`src/rtl/core/dtp_pkg.sv`:
```
// Shared constants, types and helpers of the directional thinning pass.
`timescale 1ns / 1ps
`default_nettype none

package dtp_pkg;

  // Default largest image size, without the zero frame.
  localparam int unsigned MAX_COLS_DEF = 1024;
  localparam int unsigned MAX_ROWS_DEF = 1024;

  // Image size after reset, before it is clamped to the maxima.
  localparam int unsigned DIM_RESET = 1024;

  // Configuration port geometry.
  localparam int unsigned CFG_W     = 11;
  localparam int unsigned CFG_IDX_W = 2;

  // Register indexes on the configuration port.
  localparam logic [CFG_IDX_W-1:0] CFG_IDX_DIRECTION  = 2'd0;
  localparam logic [CFG_IDX_W-1:0] CFG_IDX_IMAGE_COLS = 2'd1;
  localparam logic [CFG_IDX_W-1:0] CFG_IDX_IMAGE_ROWS = 2'd2;

  // A centre is removable only with at least this many set neighbors.
  localparam int unsigned MIN_SET_NEIGH = 4;

  typedef enum logic [1:0] {
    DIR_NORTH = 2'd0,
    DIR_SOUTH = 2'd1,
    DIR_WEST  = 2'd2,
    DIR_EAST  = 2'd3
  } dtp_dir_e;

  // Decision for one window centre.
  typedef struct packed {
    logic keep;
    logic del;
  } dtp_verdict_t;

  // Reads a written image size: zero becomes one, oversize becomes the maximum.
  function automatic int unsigned clamp_dim(input logic [CFG_W-1:0] v,
                                            input int unsigned maxv);
    int unsigned x;
    x = int'(v);
    if (x < 1) x = 1;
    if (x > maxv) x = maxv;
    return x;
  endfunction

endpackage

`default_nettype wire

```
`src/rtl/core/dtp_if.sv`:
```
// Stream interfaces for input pixels and thinned result pixels.
`timescale 1ns / 1ps
`default_nettype none

interface dtp_pixel_if;
  logic valid;
  logic ready;
  logic pixel;

  modport source (output valid, output pixel, input ready);
  modport sink (input valid, input pixel, output ready);
endinterface

interface dtp_result_if;
  logic valid;
  logic ready;
  logic pixel_out;
  logic removed;
  logic frame_last;
  logic pass_removed_any;

  modport source (output valid, output pixel_out, output removed, output frame_last,
                  output pass_removed_any, input ready);
  modport sink (input valid, input pixel_out, input removed, input frame_last,
                input pass_removed_any, output ready);
endinterface

`default_nettype wire

```
`src/rtl/core/dtp_line_buf.sv`:
```
// Two stacked line buffers in one memory: bit 1 is the upper line, bit 0 the middle line.
`timescale 1ns / 1ps
`default_nettype none

module dtp_line_buf #(
  parameter int unsigned Depth = dtp_pkg::MAX_COLS_DEF + 2,
  parameter int unsigned AddrW = $clog2(Depth)
) (
  input  wire logic             clk_i,
  input  wire logic             rd_en_i,
  input  wire logic [AddrW-1:0] rd_addr_i,
  output logic      [1:0]       rd_data_o,
  input  wire logic             wr_en_i,
  input  wire logic [AddrW-1:0] wr_addr_i,
  input  wire logic [1:0]       wr_data_i
);

  logic [1:0] mem [Depth];
  logic [1:0] rd_data_q;

  always_ff @(posedge clk_i) begin
    if (wr_en_i) begin
      mem[wr_addr_i] <= wr_data_i;
    end
  end

  always_ff @(posedge clk_i) begin
    if (rd_en_i) begin
      rd_data_q <= mem[rd_addr_i];
    end
  end

  assign rd_data_o = rd_data_q;

endmodule

`default_nettype wire

```
`src/rtl/core/dtp_col_cell.sv`:
```
// One column cell of the 3x3 window; it takes its neighbor's column on every shift.
`timescale 1ns / 1ps
`default_nettype none

module dtp_col_cell (
  input  wire logic       clk_i,
  input  wire logic       rst_ni,
  input  wire logic       shift_i,
  input  wire logic [2:0] col_i,
  output logic      [2:0] col_o
);

  logic [2:0] col_q;
  logic [2:0] col_d;

  always_comb begin
    col_d = shift_i ? col_i : col_q;
  end

  always_ff @(posedge clk_i or negedge rst_ni) begin
    if (!rst_ni) begin
      col_q <= '0;
    end else begin
      col_q <= col_d;
    end
  end

  assign col_o = col_q;

endmodule

`default_nettype wire

```
`src/rtl/core/dtp_decide.sv`:
```
// Removal decision for the window centre under the selected pass direction.
`timescale 1ns / 1ps
`default_nettype none

module dtp_decide (
  input  wire logic [8:0]           win_i,
  input  wire dtp_pkg::dtp_dir_e    dir_i,
  output dtp_pkg::dtp_verdict_t     verdict_o
);

  logic nw, n, ne, we, ctr, e, sw, s, se;
  logic dn;
  logic brk;
  logic [3:0] cnt;

  // Bit 3*k+r is column k (left to right) and row r (top to bottom).
  always_comb begin
    nw  = win_i[0];
    we  = win_i[1];
    sw  = win_i[2];
    n   = win_i[3];
    ctr = win_i[4];
    s   = win_i[5];
    ne  = win_i[6];
    e   = win_i[7];
    se  = win_i[8];
  end

  always_comb begin
    unique case (dir_i)
      dtp_pkg::DIR_NORTH: dn = n;
      dtp_pkg::DIR_SOUTH: dn = s;
      dtp_pkg::DIR_WEST:  dn = we;
      dtp_pkg::DIR_EAST:  dn = e;
      default:            dn = e;
    endcase
  end

  always_comb begin
    cnt = 4'({3'b0, nw}) + 4'({3'b0, n}) + 4'({3'b0, ne}) + 4'({3'b0, we})
        + 4'({3'b0, e})  + 4'({3'b0, sw}) + 4'({3'b0, s}) + 4'({3'b0, se});
    // Patterns whose removal would split the foreground locally.
    brk = (!n && !s) || (!we && !e) ||
          (!e && !s && se) || (!we && !s && sw) ||
          (!n && !e && ne) || (!we && !n && nw);
    verdict_o.del  = ctr && !dn && (cnt >= 4'(dtp_pkg::MIN_SET_NEIGH)) && !brk;
    verdict_o.keep = ctr && !verdict_o.del;
  end

endmodule

`default_nettype wire

```
`src/rtl/core/directional_thinning_pass.sv`:
```
// Top level of the directional thinning pass: counters, line buffers, window chain, output.
`timescale 1ns / 1ps
`default_nettype none

// One directional thinning pass over a zero-framed binary image streamed in raster
// order, (image_rows+2) x (image_cols+2) pixels, one request per clock sustained
// while results are taken. Frame positions are read as zero whatever the host sends.
// Each request's pixel enters a three-stage path: the line buffer memory is read as
// the request is accepted, in the next stage the new column is written back and
// shifted into a chain of three column cells that forms the 3x3 window, and in the
// output stage the removal decision is registered. Only interior centres give a
// result; requests in the first two framed rows and in the first two framed
// columns give none. The result for the last interior centre carries frame_last and
// reports in pass_removed_any whether any centre of the pass was removed, after
// which the next pass may start. Each stage holds one request and passes it on as
// soon as the stage after it is free, so new requests can come in while a finished
// result waits to be taken, until the stages in front of it are full. Configuration
// is to be written only while the block is idle; the block itself does not enforce
// this. Any write to a defined register restarts the pass counters. The line buffers
// need no clearing after reset: their entries are always written before a read of
// them can reach a result.
module directional_thinning_pass #(
  parameter int unsigned MAX_COLS = dtp_pkg::MAX_COLS_DEF,
  parameter int unsigned MAX_ROWS = dtp_pkg::MAX_ROWS_DEF
) (
  input  wire logic                          clk_i,
  input  wire logic                          rst_ni,
  input  wire logic                          cfg_we_i,
  input  wire logic [dtp_pkg::CFG_IDX_W-1:0] cfg_idx_i,
  input  wire logic [dtp_pkg::CFG_W-1:0]     cfg_data_i,
  dtp_pixel_if.sink                          pix_in,
  dtp_result_if.source                       res_out
);

  localparam int unsigned Depth   = MAX_COLS + 2;
  localparam int unsigned CW      = $clog2(MAX_COLS + 2);
  localparam int unsigned RW      = $clog2(MAX_ROWS + 2);
  localparam int unsigned ColsRst =
      (dtp_pkg::DIM_RESET < MAX_COLS) ? dtp_pkg::DIM_RESET : MAX_COLS;
  localparam int unsigned RowsRst =
      (dtp_pkg::DIM_RESET < MAX_ROWS) ? dtp_pkg::DIM_RESET : MAX_ROWS;

  // Configuration registers.
  dtp_pkg::dtp_dir_e dir_q;
  logic [CW-1:0]     cols_q;
  logic [RW-1:0]     rows_q;
  logic              restart;

  // Framed position of the next request.
  logic [CW-1:0] col_q, col_d;
  logic [RW-1:0] row_q, row_d;

  // Stage 1: line buffer read in flight.
  logic          s1_vld_q, s1_bit_q, s1_emit_q, s1_last_q, s1_rst_q;
  logic [CW-1:0] s1_addr_q;
  logic [1:0]    lb_rd;

  // Stage 2: window holds this request's neighborhood.
  logic s2_vld_q, s2_emit_q, s2_last_q, s2_rst_q;

  // Output stage and pass summary.
  logic out_vld_q, pix_out_q, rem_q, last_q, any_out_q;
  logic any_q;

  // Handshake chain.
  logic out_free, s2_adv, s2_free, s1_adv, s1_free, accept;

  // Position decode of the incoming request.
  logic [CW:0] c_ext, cols_p1, cols_p2, c_inc;
  logic [RW:0] r_ext, rows_p1;
  logic        in_frame, in_emit, in_last, in_over, in_bit;

  logic [2:0] cell_col [4];
  logic [8:0] win;
  dtp_pkg::dtp_verdict_t verdict;

  assign out_free = !out_vld_q || res_out.ready;
  assign s2_adv   = s2_vld_q && out_free;
  assign s2_free  = !s2_vld_q || s2_adv;
  assign s1_adv   = s1_vld_q && s2_free;
  assign s1_free  = !s1_vld_q || s1_adv;
  assign pix_in.ready = s1_free;
  assign accept   = pix_in.valid && s1_free;

  // Configuration writes; an undefined index changes nothing.
  always_comb begin
    case (cfg_idx_i)
      dtp_pkg::CFG_IDX_DIRECTION,
      dtp_pkg::CFG_IDX_IMAGE_COLS,
      dtp_pkg::CFG_IDX_IMAGE_ROWS: restart = cfg_we_i;
      default:                     restart = 1'b0;
    endcase
  end

  always_ff @(posedge clk_i or negedge rst_ni) begin
    if (!rst_ni) begin
      dir_q  <= dtp_pkg::DIR_NORTH;
      cols_q <= CW'(ColsRst);
      rows_q <= RW'(RowsRst);
    end else if (cfg_we_i) begin
      case (cfg_idx_i)
        dtp_pkg::CFG_IDX_DIRECTION:  dir_q  <= dtp_pkg::dtp_dir_e'(cfg_data_i[1:0]);
        dtp_pkg::CFG_IDX_IMAGE_COLS: cols_q <= CW'(dtp_pkg::clamp_dim(cfg_data_i, MAX_COLS));
        dtp_pkg::CFG_IDX_IMAGE_ROWS: rows_q <= RW'(dtp_pkg::clamp_dim(cfg_data_i, MAX_ROWS));
        default: ;
      endcase
    end
  end

  // Where the incoming request sits in the framed image.
  always_comb begin
    c_ext    = {1'b0, col_q};
    r_ext    = {1'b0, row_q};
    cols_p1  = {1'b0, cols_q} + (CW+1)'(1);
    cols_p2  = {1'b0, cols_q} + (CW+1)'(2);
    rows_p1  = {1'b0, rows_q} + (RW+1)'(1);
    c_inc    = c_ext + (CW+1)'(1);
    in_frame = (r_ext == '0) || (r_ext >= rows_p1) || (c_ext == '0) || (c_ext >= cols_p1);
    in_bit   = pix_in.pixel && !in_frame;
    in_emit  = (r_ext >= (RW+1)'(2)) && (r_ext <= rows_p1) &&
               (c_ext >= (CW+1)'(2)) && (c_ext <= cols_p1);
    in_last  = (r_ext == rows_p1) && (c_ext == cols_p1);
    in_over  = r_ext > rows_p1;
  end

  always_comb begin
    col_d = col_q;
    row_d = row_q;
    if (restart) begin
      col_d = '0;
      row_d = '0;
    end else if (accept) begin
      if (in_last || in_over) begin
        col_d = '0;
        row_d = '0;
      end else if (c_inc >= cols_p2) begin
        col_d = '0;
        row_d = row_q + RW'(1);
      end else begin
        col_d = c_inc[CW-1:0];
      end
    end
  end

  always_ff @(posedge clk_i or negedge rst_ni) begin
    if (!rst_ni) begin
      col_q <= '0;
      row_q <= '0;
    end else begin
      col_q <= col_d;
      row_q <= row_d;
    end
  end

  // Stage 1 registers.
  always_ff @(posedge clk_i or negedge rst_ni) begin
    if (!rst_ni) begin
      s1_vld_q <= 1'b0;
    end else if (s1_free) begin
      s1_vld_q <= accept;
    end
  end

  always_ff @(posedge clk_i) begin
    if (accept) begin
      s1_bit_q  <= in_bit;
      s1_emit_q <= in_emit;
      s1_last_q <= in_last;
      s1_rst_q  <= in_last || in_over;
      s1_addr_q <= col_q;
    end
  end

  // The upper line takes the old middle entry, the middle line the new pixel.
  dtp_line_buf #(
    .Depth (Depth),
    .AddrW (CW)
  ) u_line_buf (
    .clk_i     (clk_i),
    .rd_en_i   (accept),
    .rd_addr_i (col_q),
    .rd_data_o (lb_rd),
    .wr_en_i   (s1_adv),
    .wr_addr_i (s1_addr_q),
    .wr_data_i ({lb_rd[0], s1_bit_q})
  );

  // The new column enters the right cell and moves left one cell per shift.
  assign cell_col[3] = {s1_bit_q, lb_rd[0], lb_rd[1]};

  for (genvar k = 0; k < 3; k++) begin : g_cell
    dtp_col_cell u_cell (
      .clk_i   (clk_i),
      .rst_ni  (rst_ni),
      .shift_i (s1_adv),
      .col_i   (cell_col[k+1]),
      .col_o   (cell_col[k])
    );
    assign win[3*k +: 3] = cell_col[k];
  end

  // Stage 2 registers.
  always_ff @(posedge clk_i or negedge rst_ni) begin
    if (!rst_ni) begin
      s2_vld_q <= 1'b0;
    end else if (s2_free) begin
      s2_vld_q <= s1_adv;
    end
  end

  always_ff @(posedge clk_i) begin
    if (s1_adv) begin
      s2_emit_q <= s1_emit_q;
      s2_last_q <= s1_last_q;
      s2_rst_q  <= s1_rst_q;
    end
  end

  dtp_decide u_decide (
    .win_i     (win),
    .dir_i     (dir_q),
    .verdict_o (verdict)
  );

  // Pass summary: set by any removal, cleared when the pass ends or restarts.
  always_ff @(posedge clk_i or negedge rst_ni) begin
    if (!rst_ni) begin
      any_q <= 1'b0;
    end else if (restart) begin
      any_q <= 1'b0;
    end else if (s2_adv) begin
      if (s2_rst_q) begin
        any_q <= 1'b0;
      end else if (s2_emit_q && verdict.del) begin
        any_q <= 1'b1;
      end
    end
  end

  // Output register.
  always_ff @(posedge clk_i or negedge rst_ni) begin
    if (!rst_ni) begin
      out_vld_q <= 1'b0;
    end else if (out_free) begin
      out_vld_q <= s2_vld_q && s2_emit_q;
    end
  end

  always_ff @(posedge clk_i) begin
    if (s2_adv) begin
      pix_out_q <= verdict.keep;
      rem_q     <= verdict.del;
      last_q    <= s2_last_q;
      any_out_q <= s2_last_q && (any_q || verdict.del);
    end
  end

  assign res_out.valid            = out_vld_q;
  assign res_out.pixel_out        = pix_out_q;
  assign res_out.removed          = rem_q;
  assign res_out.frame_last       = last_q;
  assign res_out.pass_removed_any = any_out_q;

endmodule

`default_nettype wire

```
`src/flat_wrapper.sv`:
```
// flat-port wrapper written by rule: the top's interface ports become plain ports
module directional_thinning_pass_flat 
#(
  parameter int unsigned MAX_COLS = dtp_pkg::MAX_COLS_DEF,
  parameter int unsigned MAX_ROWS = dtp_pkg::MAX_ROWS_DEF
)
  (clk_i, rst_ni, cfg_we_i, cfg_idx_i, cfg_data_i, pix_in_valid, pix_in_pixel, pix_in_ready, res_out_valid, res_out_pixel_out, res_out_removed, res_out_frame_last, res_out_pass_removed_any, res_out_ready);
  dtp_pixel_if pix_in_i ();
  dtp_result_if res_out_i ();
  input  wire logic clk_i;
  input  wire logic rst_ni;
  input  wire logic cfg_we_i;
  input  wire logic [dtp_pkg::CFG_IDX_W-1:0] cfg_idx_i;
  input  wire logic [dtp_pkg::CFG_W-1:0] cfg_data_i;
  input wire logic [$bits(pix_in_i.valid)-1:0] pix_in_valid;
  input wire logic [$bits(pix_in_i.pixel)-1:0] pix_in_pixel;
  output wire logic [$bits(pix_in_i.ready)-1:0] pix_in_ready;
  output wire logic [$bits(res_out_i.valid)-1:0] res_out_valid;
  output wire logic [$bits(res_out_i.pixel_out)-1:0] res_out_pixel_out;
  output wire logic [$bits(res_out_i.removed)-1:0] res_out_removed;
  output wire logic [$bits(res_out_i.frame_last)-1:0] res_out_frame_last;
  output wire logic [$bits(res_out_i.pass_removed_any)-1:0] res_out_pass_removed_any;
  input wire logic [$bits(res_out_i.ready)-1:0] res_out_ready;
  assign pix_in_i.valid = pix_in_valid;
  assign pix_in_i.pixel = pix_in_pixel;
  assign pix_in_ready = pix_in_i.ready;
  assign res_out_valid = res_out_i.valid;
  assign res_out_pixel_out = res_out_i.pixel_out;
  assign res_out_removed = res_out_i.removed;
  assign res_out_frame_last = res_out_i.frame_last;
  assign res_out_pass_removed_any = res_out_i.pass_removed_any;
  assign res_out_i.ready = res_out_ready;
  directional_thinning_pass #(.MAX_COLS(MAX_COLS), .MAX_ROWS(MAX_ROWS)) u_core (.clk_i(clk_i), .rst_ni(rst_ni), .cfg_we_i(cfg_we_i), .cfg_idx_i(cfg_idx_i), .cfg_data_i(cfg_data_i), .pix_in(pix_in_i), .res_out(res_out_i));
endmodule
```
`config.mk`:
```
export PLATFORM = sky130hd
export DESIGN_NAME = directional_thinning_pass_flat
export DESIGN_NICKNAME = d
export VERILOG_FILES = /design/src/rtl/core/dtp_pkg.sv /design/src/rtl/core/dtp_if.sv /design/src/rtl/core/dtp_line_buf.sv /design/src/rtl/core/dtp_col_cell.sv /design/src/rtl/core/dtp_decide.sv /design/src/rtl/core/directional_thinning_pass.sv /design/src/flat_wrapper.sv
export SDC_FILE = /design/constraint.sdc
export NUM_CORES = 2
export LEC_CHECK = 0
export ABC_AREA = 1
export BUFFER_PORTS_ARGS = -buffer_cell sky130_fd_sc_hd__buf_2
export CAP_MARGIN = 20
export CORE_MARGIN = 2
export CORE_UTILIZATION = 64
export DETAILED_ROUTE_END_ITERATION = 10
export PLACE_DENSITY_LB_ADDON = 0.12
export SLEW_MARGIN = 15
export SYNTH_ARGS = -nofsm -noshare
export SYNTH_HDL_FRONTEND = slang
export SYNTH_HIERARCHICAL = 1
export SYNTH_SLANG_ARGS = --single-unit
```
`constraint.sdc`:
```
create_clock -name clk_i -period 16.3 [get_ports clk_i]
set_input_delay 3.26 -clock clk_i [delete_from_list [all_inputs] [get_ports clk_i]]
set_output_delay 3.26 -clock clk_i [all_outputs]
set_load 0.02 [all_outputs]
```
## Yosys cells after proc, flatten, opt, wreduce, memory -nomap -nowiden

Memory sizes are Yosys's and may differ from the RTL's. A register that Yosys moved wholly into a read port is not among the register bits.
Index checks and enable logic that the tools add are counted.
Widths: inputs -> output; s select.

| cells by class | value |
|---|---|
| reduce and logical (&&, ||, !) cells | 63 |
| bitwise logic cells | 0 |
| shifts and indexed selects | 0 |
| div/mod/pow operators | 0 |
| equality and inequality tests | 7 |
| multipliers | 0 |
| $lt $le $gt $ge | 12 |
| multiplexer cells | 23 |
| add/sub/neg operators | 12 |

Operator list:

| cell | number |
|---|---|
| $mux 32 | 4 |
| $mux 11 | 11 |
| $gt 32x11->1 const B | 2 |
| $add 11x1->12 const B | 3 |
| $logic_and 1x1->1 | 25 |
| $add 4x1->4 | 6 |
| $eq 11x12->1 | 2 |
| $ge 11x12->1 | 2 |
| $le 11x12->1 | 2 |
| $ge 11x2->1 const B | 2 |
| $logic_not 11->1 | 2 |
| $logic_or 1x1->1 | 13 |
| $add 11x2->12 const B | 1 |
| $ge 12x12->1 | 1 |
| $gt 11x12->1 | 1 |
| $add 11x1->11 const B | 1 |
| $logic_not 1->1 | 11 |
| $lt 11x1->1 const B | 1 |
| $reduce_and 2->1 | 5 |
| $mux 1 | 7 |
| $eq 2x2->1 const B | 3 |
| $reduce_bool 3->1 | 2 |
| $eq 2x1->1 const B | 2 |
| $ge 4x3->1 const B | 1 |
| other kinds (5) | 7 |

| word-level totals | value |
|---|---|
| bits in read-only memories | 0 |
| register bits | 81 |
| word-level logic and storage cells | 142 |
| latch bits | 0 |
| memories kept | 1 |
| input bits | 19 |
| output and inout port bits | 6 |
| RAM bits | 2052 |

Memories:

| name | words | bits a word | rd ports | clocked after Yosys merged registers in | write ports | RTL line | RTL |
|---|---|---|---|---|---|---|---|
| u_core.u_line_buf.mem | 1026 | 2 | 1 | 1 | 1 | dtp_line_buf.sv:18 | `logic [1:0] mem [Depth];` |

## Depth between registers and ports, before layout

| depth | value |
|---|---|
| depth in word-level cells | 15 |
| depth in mapped cells | 20 |
| mapped depth without buffers | 19 |

## Hierarchy

The synthesis kept the hierarchy.

By module, submodules not included:

| module | instances | cells each | area an instance (µm²) | seq. area each (µm²) |
|---|---|---|---|---|
| dtp_line_buf | 1 | 8031 | 87224.9 | 61679.2 |
| directional_thinning_pass | 1 | 577 | 4704.5 | 1914.3 |
| dtp_col_cell | 3 | 13 | 112.6 | 75.1 |
| dtp_decide | 1 | 40 | 229.0 | 0.0 |

## Least setup slack after synthesis

Ideal clock, no wire load.

| timing path | value |
|---|---|
| path kind | register to register |
| start | register u_core.s1_bit_q |
| end | memory u_core.u_line_buf.mem[0][0], data pin |
| path slack | 1.566 ns |
| clock period less this slack | 14.734 ns |
| cell stages (with the launch flop) | 1 |
| arrival time | 12.055 ns |
| setup time | 2.678 ns |
| buffers on the path | 0 |
| required time | 13.622 ns |
| path through | edfxtp_1 |

RTL lines:

| what | RTL line | RTL |
|---|---|---|
| from (decl) | directional_thinning_pass.sv:54 | `logic s1_vld_q, s1_bit_q, s1_emit_q, s1_last_q, s1_rst_q;` |
| from (signal assigned) | directional_thinning_pass.sv:166 | `s1_bit_q <= in_bit;` |
| to (decl) | dtp_line_buf.sv:18 |  |

No word-level cell before the write port.

## Final worst setup path

| timing path | value |
|---|---|
| start | input port res_out_ready |
| end | output port pix_in_ready |

| on the way | value |
|---|---|
| longest elaborated chain between the ends | 5 |

Ends and longest elaborated chain:

| what | RTL line | RTL |
|---|---|---|
| from (decl) | flat_wrapper.sv:23 | `input wire logic [$bits(res_out_i.ready)-1:0] res_out_ready;` |
| $logic_or 1x1->1 | directional_thinning_pass.sv:77 | `assign out_free = !out_vld_q \|\| res_out.ready;` |
| $logic_and 1x1->1 | directional_thinning_pass.sv:78 | `assign s2_adv = s2_vld_q && out_free;` |
| $logic_or 1x1->1 | directional_thinning_pass.sv:79 | `assign s2_free = !s2_vld_q \|\| s2_adv;` |
| $logic_and 1x1->1 | directional_thinning_pass.sv:80 | `assign s1_adv = s1_vld_q && s2_free;` |
| $logic_or 1x1->1 | directional_thinning_pass.sv:81 | `assign s1_free = !s1_vld_q \|\| s1_adv;` |
| to (decl) | flat_wrapper.sv:17 | `output wire logic [$bits(pix_in_i.ready)-1:0] pix_in_ready;` |

No other way between the ends.

==> out/metrics.yaml <==
nNetsFinal: 8453
cpLargestDelayFamily: "simple AND/OR/NAND/NOR gates"
placed_cell_area_mm2: 0.09339
synth-main-ff-cell: "sky130_fd_sc_hd__edfxtp_1"
synth_edf_count: 2076
clk_path_buf_depth: 3
fin_setup_tns_ns: 0
worst-path-stages: 6
grt_overflow: 0
tightest_slew_ns: 1.225
htree_depth: 4
post_cts_buffers: 0
postRouteAntennaNets: 0
setup_viol: 0
top_cell_type_s_share_of_synthesized_area_pct: 67.40
maximum_number_of_pins_on_one_net_before_global_route_repair: 279
die-height_um: 384.2
die_area_mm2: 0.1476
grtUsageTotal_pct: 33.02
r2r_slack_ns: 9.89
crit_chain: "buf_2, nor2_1, inv_1, nor2_1, nand2_1, buf_2"
clock-skew-final_ns: 0.02399
syn2layout_area_growth_pct: 8.486
min_path_type: "register to register"
crit_type: "primary input to output port"
ioPinCount: 25
startpoint_of_the_lowest_slack_register_to_register_path: "u_core/col_q[0]"
synth_fp_nets: 8754
synthCells: 8687
route.detailed.vias_per_inst: 6.193
layout_commonest_cell: "sky130_fd_sc_hd__nand2_1"
most_area_consuming_cells_after_synthesis: "sky130_fd_sc_hd__edfxtp_1 67%, sky130_fd_sc_hd__nand3_1 11%, sky130_fd_sc_hd__nand2_1 9.5%"
dp_hpwl_mm: 120.0
ys_ff_latch: 2135
horiz_die_dim_um: 384.2
cp_max_fo: 3
layout.cell_area.non_filler_mm2: 0.1003
grt_pass1_vias: 62740
timing.rr.end: "u_core/u_line_buf/rd_data_o[1]"
cts_hold_buffers: 0
clock_latency_ns: 0.84
worst_slew_margin_rel_pct: 18.32
ir_drop_uv: 181.7
clk_transition_reported_paths_ns: 0.06
drt-wirelength-per-cell_um: 23.30
gpl.final_weighted_congestion: 0.8194
cts_root_buf: "sky130_fd_sc_hd__clkbuf_16"
max_stage_delay_ns: 0.17
r2r.worst_path.cells: 18
max_freq_mhz: 136.8
vias: 64810
postCtsResizedCells: 0
outcome: "finished clean"
timing.final.ws_setup_ns: 8.990
synth_area_mm2: 0.09250
start_util_pct: 64.47
core_region_mm2: 0.1435
timing.final.hold_violations: 0
synth_area_leader_cell: "sky130_fd_sc_hd__edfxtp_1"
drt-pass1-iter-count: 6
async_flop_share_pct: 2.763
endpoint_kind: "output port"
antenna_found_initial: 1
grt_first_pass_wirelength_mm: 364.0
drcViolationCount: 0
final.min_clock_period_ns: 7.310
drv_slew: 0
post_route_cells_drive_above_1_share_pct: 6.143
cts_tree: "done"
synth_area_per_cell_um2: 10.65
yosysWarningCount: 6
rsz0062_at_grt: "no"
power_density_mw_per_mm2: 155.1
post-place-ws_ns: 8.988
cp.required_ns: 13.04
crit_path_to: "pix_in_ready"
leakagePower_nw: 34.82
io_buffer_count: 24
numCtsBuffers: 208
critical_path_buf_inv_count: 3
std_cell_rows: 139
cp-start-kind: "primary input"
final_cell_mix: "2309 x sky130_fd_sc_hd__nand2_1, 2076 x sky130_fd_sc_hd__edfxtp_1, 2065 x sky130_fd_sc_hd__nand3_1, 1127 x sky130_fd_sc_hd__nor2_1, 211 x sky130_fd_sc_hd__clkbuf_16"
timing.critical_path.arrival_ns: 4.05
max_cap_viol_count: 0
antenna-diode-count: 0
cts.sink_count: 2135
detail_route.wirelength_mm: 243.9
cp_slowest_cell: "sky130_fd_sc_hd__buf_2"
detail_route.iter0.violations: 8298
synth_sequential_area_ratio_pct: 69.00
yosysUniqueCellTypes: 44
worstHoldPathCells: 0
layout_worst_path_cycle_share_pct: 44.85
worst_setup_path_startpoint: "res_out_ready"
==> final cells by class <==
cell class | instances | area (um2)
flip-flops and latches | 2135 | 63840
fillers | 10410 | 43140
multi-input cells | 5742 | 25270
clock buffers | 254 | 5492
well taps | 1903 | 2381
clock inverters | 133 | 1423
repair buffers | 143 | 1318
inverters | 156 | 624.3
==> state kept, by name, summed over array words and instances (netlist names), 2 cells and up <==
signal / flops
u_core/col_q: 11
u_core/cols_q: 11
u_core/dir_q: 2
u_core/g_cell.u_cell/col_o: 9
u_core/row_q: 11
u_core/rows_q: 11
u_core/s1_addr_q: 11
u_core/u_line_buf/mem: 2052
u_core/u_line_buf/rd_data_o: 2
==> cells by family after synthesis <==
| kind of cell | Yosys count | synth area share, % |
|---|---|---|
| buffers and inverters | 810 | 3.912 |
| AO/OA/AOI/OAI | 65 | 0.3896 |
| AND/OR/NAND/NOR | 5589 | 25.65 |
| flip-flops | 2135 | 69.00 |
| XOR/XNOR | 40 | 0.3788 |
| adder cells (fa/ha/maj) | 48 | 0.6736 |
==> metal layers <==
metal  routed length (um)  global-route usage (%)
met5                    0                       0
met4                11250                   14.37
met3                24720                   5.369
met2               116100                   54.11
met1                91830                   44.07
==> power breakdown <==
group / internal (W) / leakage [nW] / total, W / switching [W]
clock: 0.00283 / 3.39 / 0.00487 / 0.00204
combinational: 0.00101 / 11.9 / 0.00400 / 0.00299
sequential: 0.00662 / 19.5 / 0.00670 / 0.0000816
total: 0.0105 / 34.8 / 0.0156 / 0.00510
==> cells in the mapped netlist, types with 2 or more instances <==
cell,n
sky130_fd_sc_hd__nand2_1,2343
sky130_fd_sc_hd__nand3b_1,2
sky130_fd_sc_hd__nand3_1,2065
sky130_fd_sc_hd__o21bai_1,2
sky130_fd_sc_hd__buf_2,286
sky130_fd_sc_hd__nor3_1,20
sky130_fd_sc_hd__dfrtp_1,57
sky130_fd_sc_hd__nand2_2,3
sky130_fd_sc_hd__buf_1,56
sky130_fd_sc_hd__nand3_2,2
sky130_fd_sc_hd__o21ai_1,12
sky130_fd_sc_hd__ha_1,45
sky130_fd_sc_hd__nor3_2,3
sky130_fd_sc_hd__a21oi_1,16
sky130_fd_sc_hd__nor4_1,4
sky130_fd_sc_hd__or3_1,2
sky130_fd_sc_hd__fa_1,3
sky130_fd_sc_hd__inv_2,10
sky130_fd_sc_hd__nor2_2,3
sky130_fd_sc_hd__dfstp_2,2
sky130_fd_sc_hd__xnor2_1,6
sky130_fd_sc_hd__clkbuf_1,260
sky130_fd_sc_hd__o22ai_1,12
sky130_fd_sc_hd__buf_6,6
sky130_fd_sc_hd__and3_1,2
sky130_fd_sc_hd__o21ai_0,18
sky130_fd_sc_hd__edfxtp_1,2076
sky130_fd_sc_hd__xor2_1,34
sky130_fd_sc_hd__buf_4,46
sky130_fd_sc_hd__inv_1,144
sky130_fd_sc_hd__nand4_1,8
sky130_fd_sc_hd__nor2_1,1127
==> through the flow <==
| stage | hold slack (ns) | cells | total power [W] | utilization [%] |
|---|---|---|---|---|
| floorplan | 0.4003 | 8687 | 0.01013 | - |
| global placement | 0.4211 | 10060 | 0.01063 | 64.85 |
| detailed placement | 0.4149 | 10080 | 0.01072 | 65.09 |
| CTS | 0.4410 | 10460 | 0.01554 | 69.90 |
| global route | 0.4414 | 10470 | 0.01619 | 69.94 |
| finish | 0.4352 | 10470 | 0.01556 | 69.94 |
==> how the worst min path moves through the flow <==
stage	startpoint	endpoint	slack [ns]
2_1_floorplan	u_core/s1_emit_q	u_core/s2_emit_q	0.40
3_3_place_gp	u_core/s1_last_q	u_core/s2_last_q	0.42
3_5_place_dp	u_core/s1_rst_q	u_core/s2_rst_q	0.41
4_1_cts	u_core/s1_rst_q	u_core/s2_rst_q	0.44
5_1_grt	u_core/s1_rst_q	u_core/s2_rst_q	0.44
6_report	u_core/s1_rst_q	u_core/s2_rst_q	0.44
No activity file was read; power rests on OpenSTA's default activity.
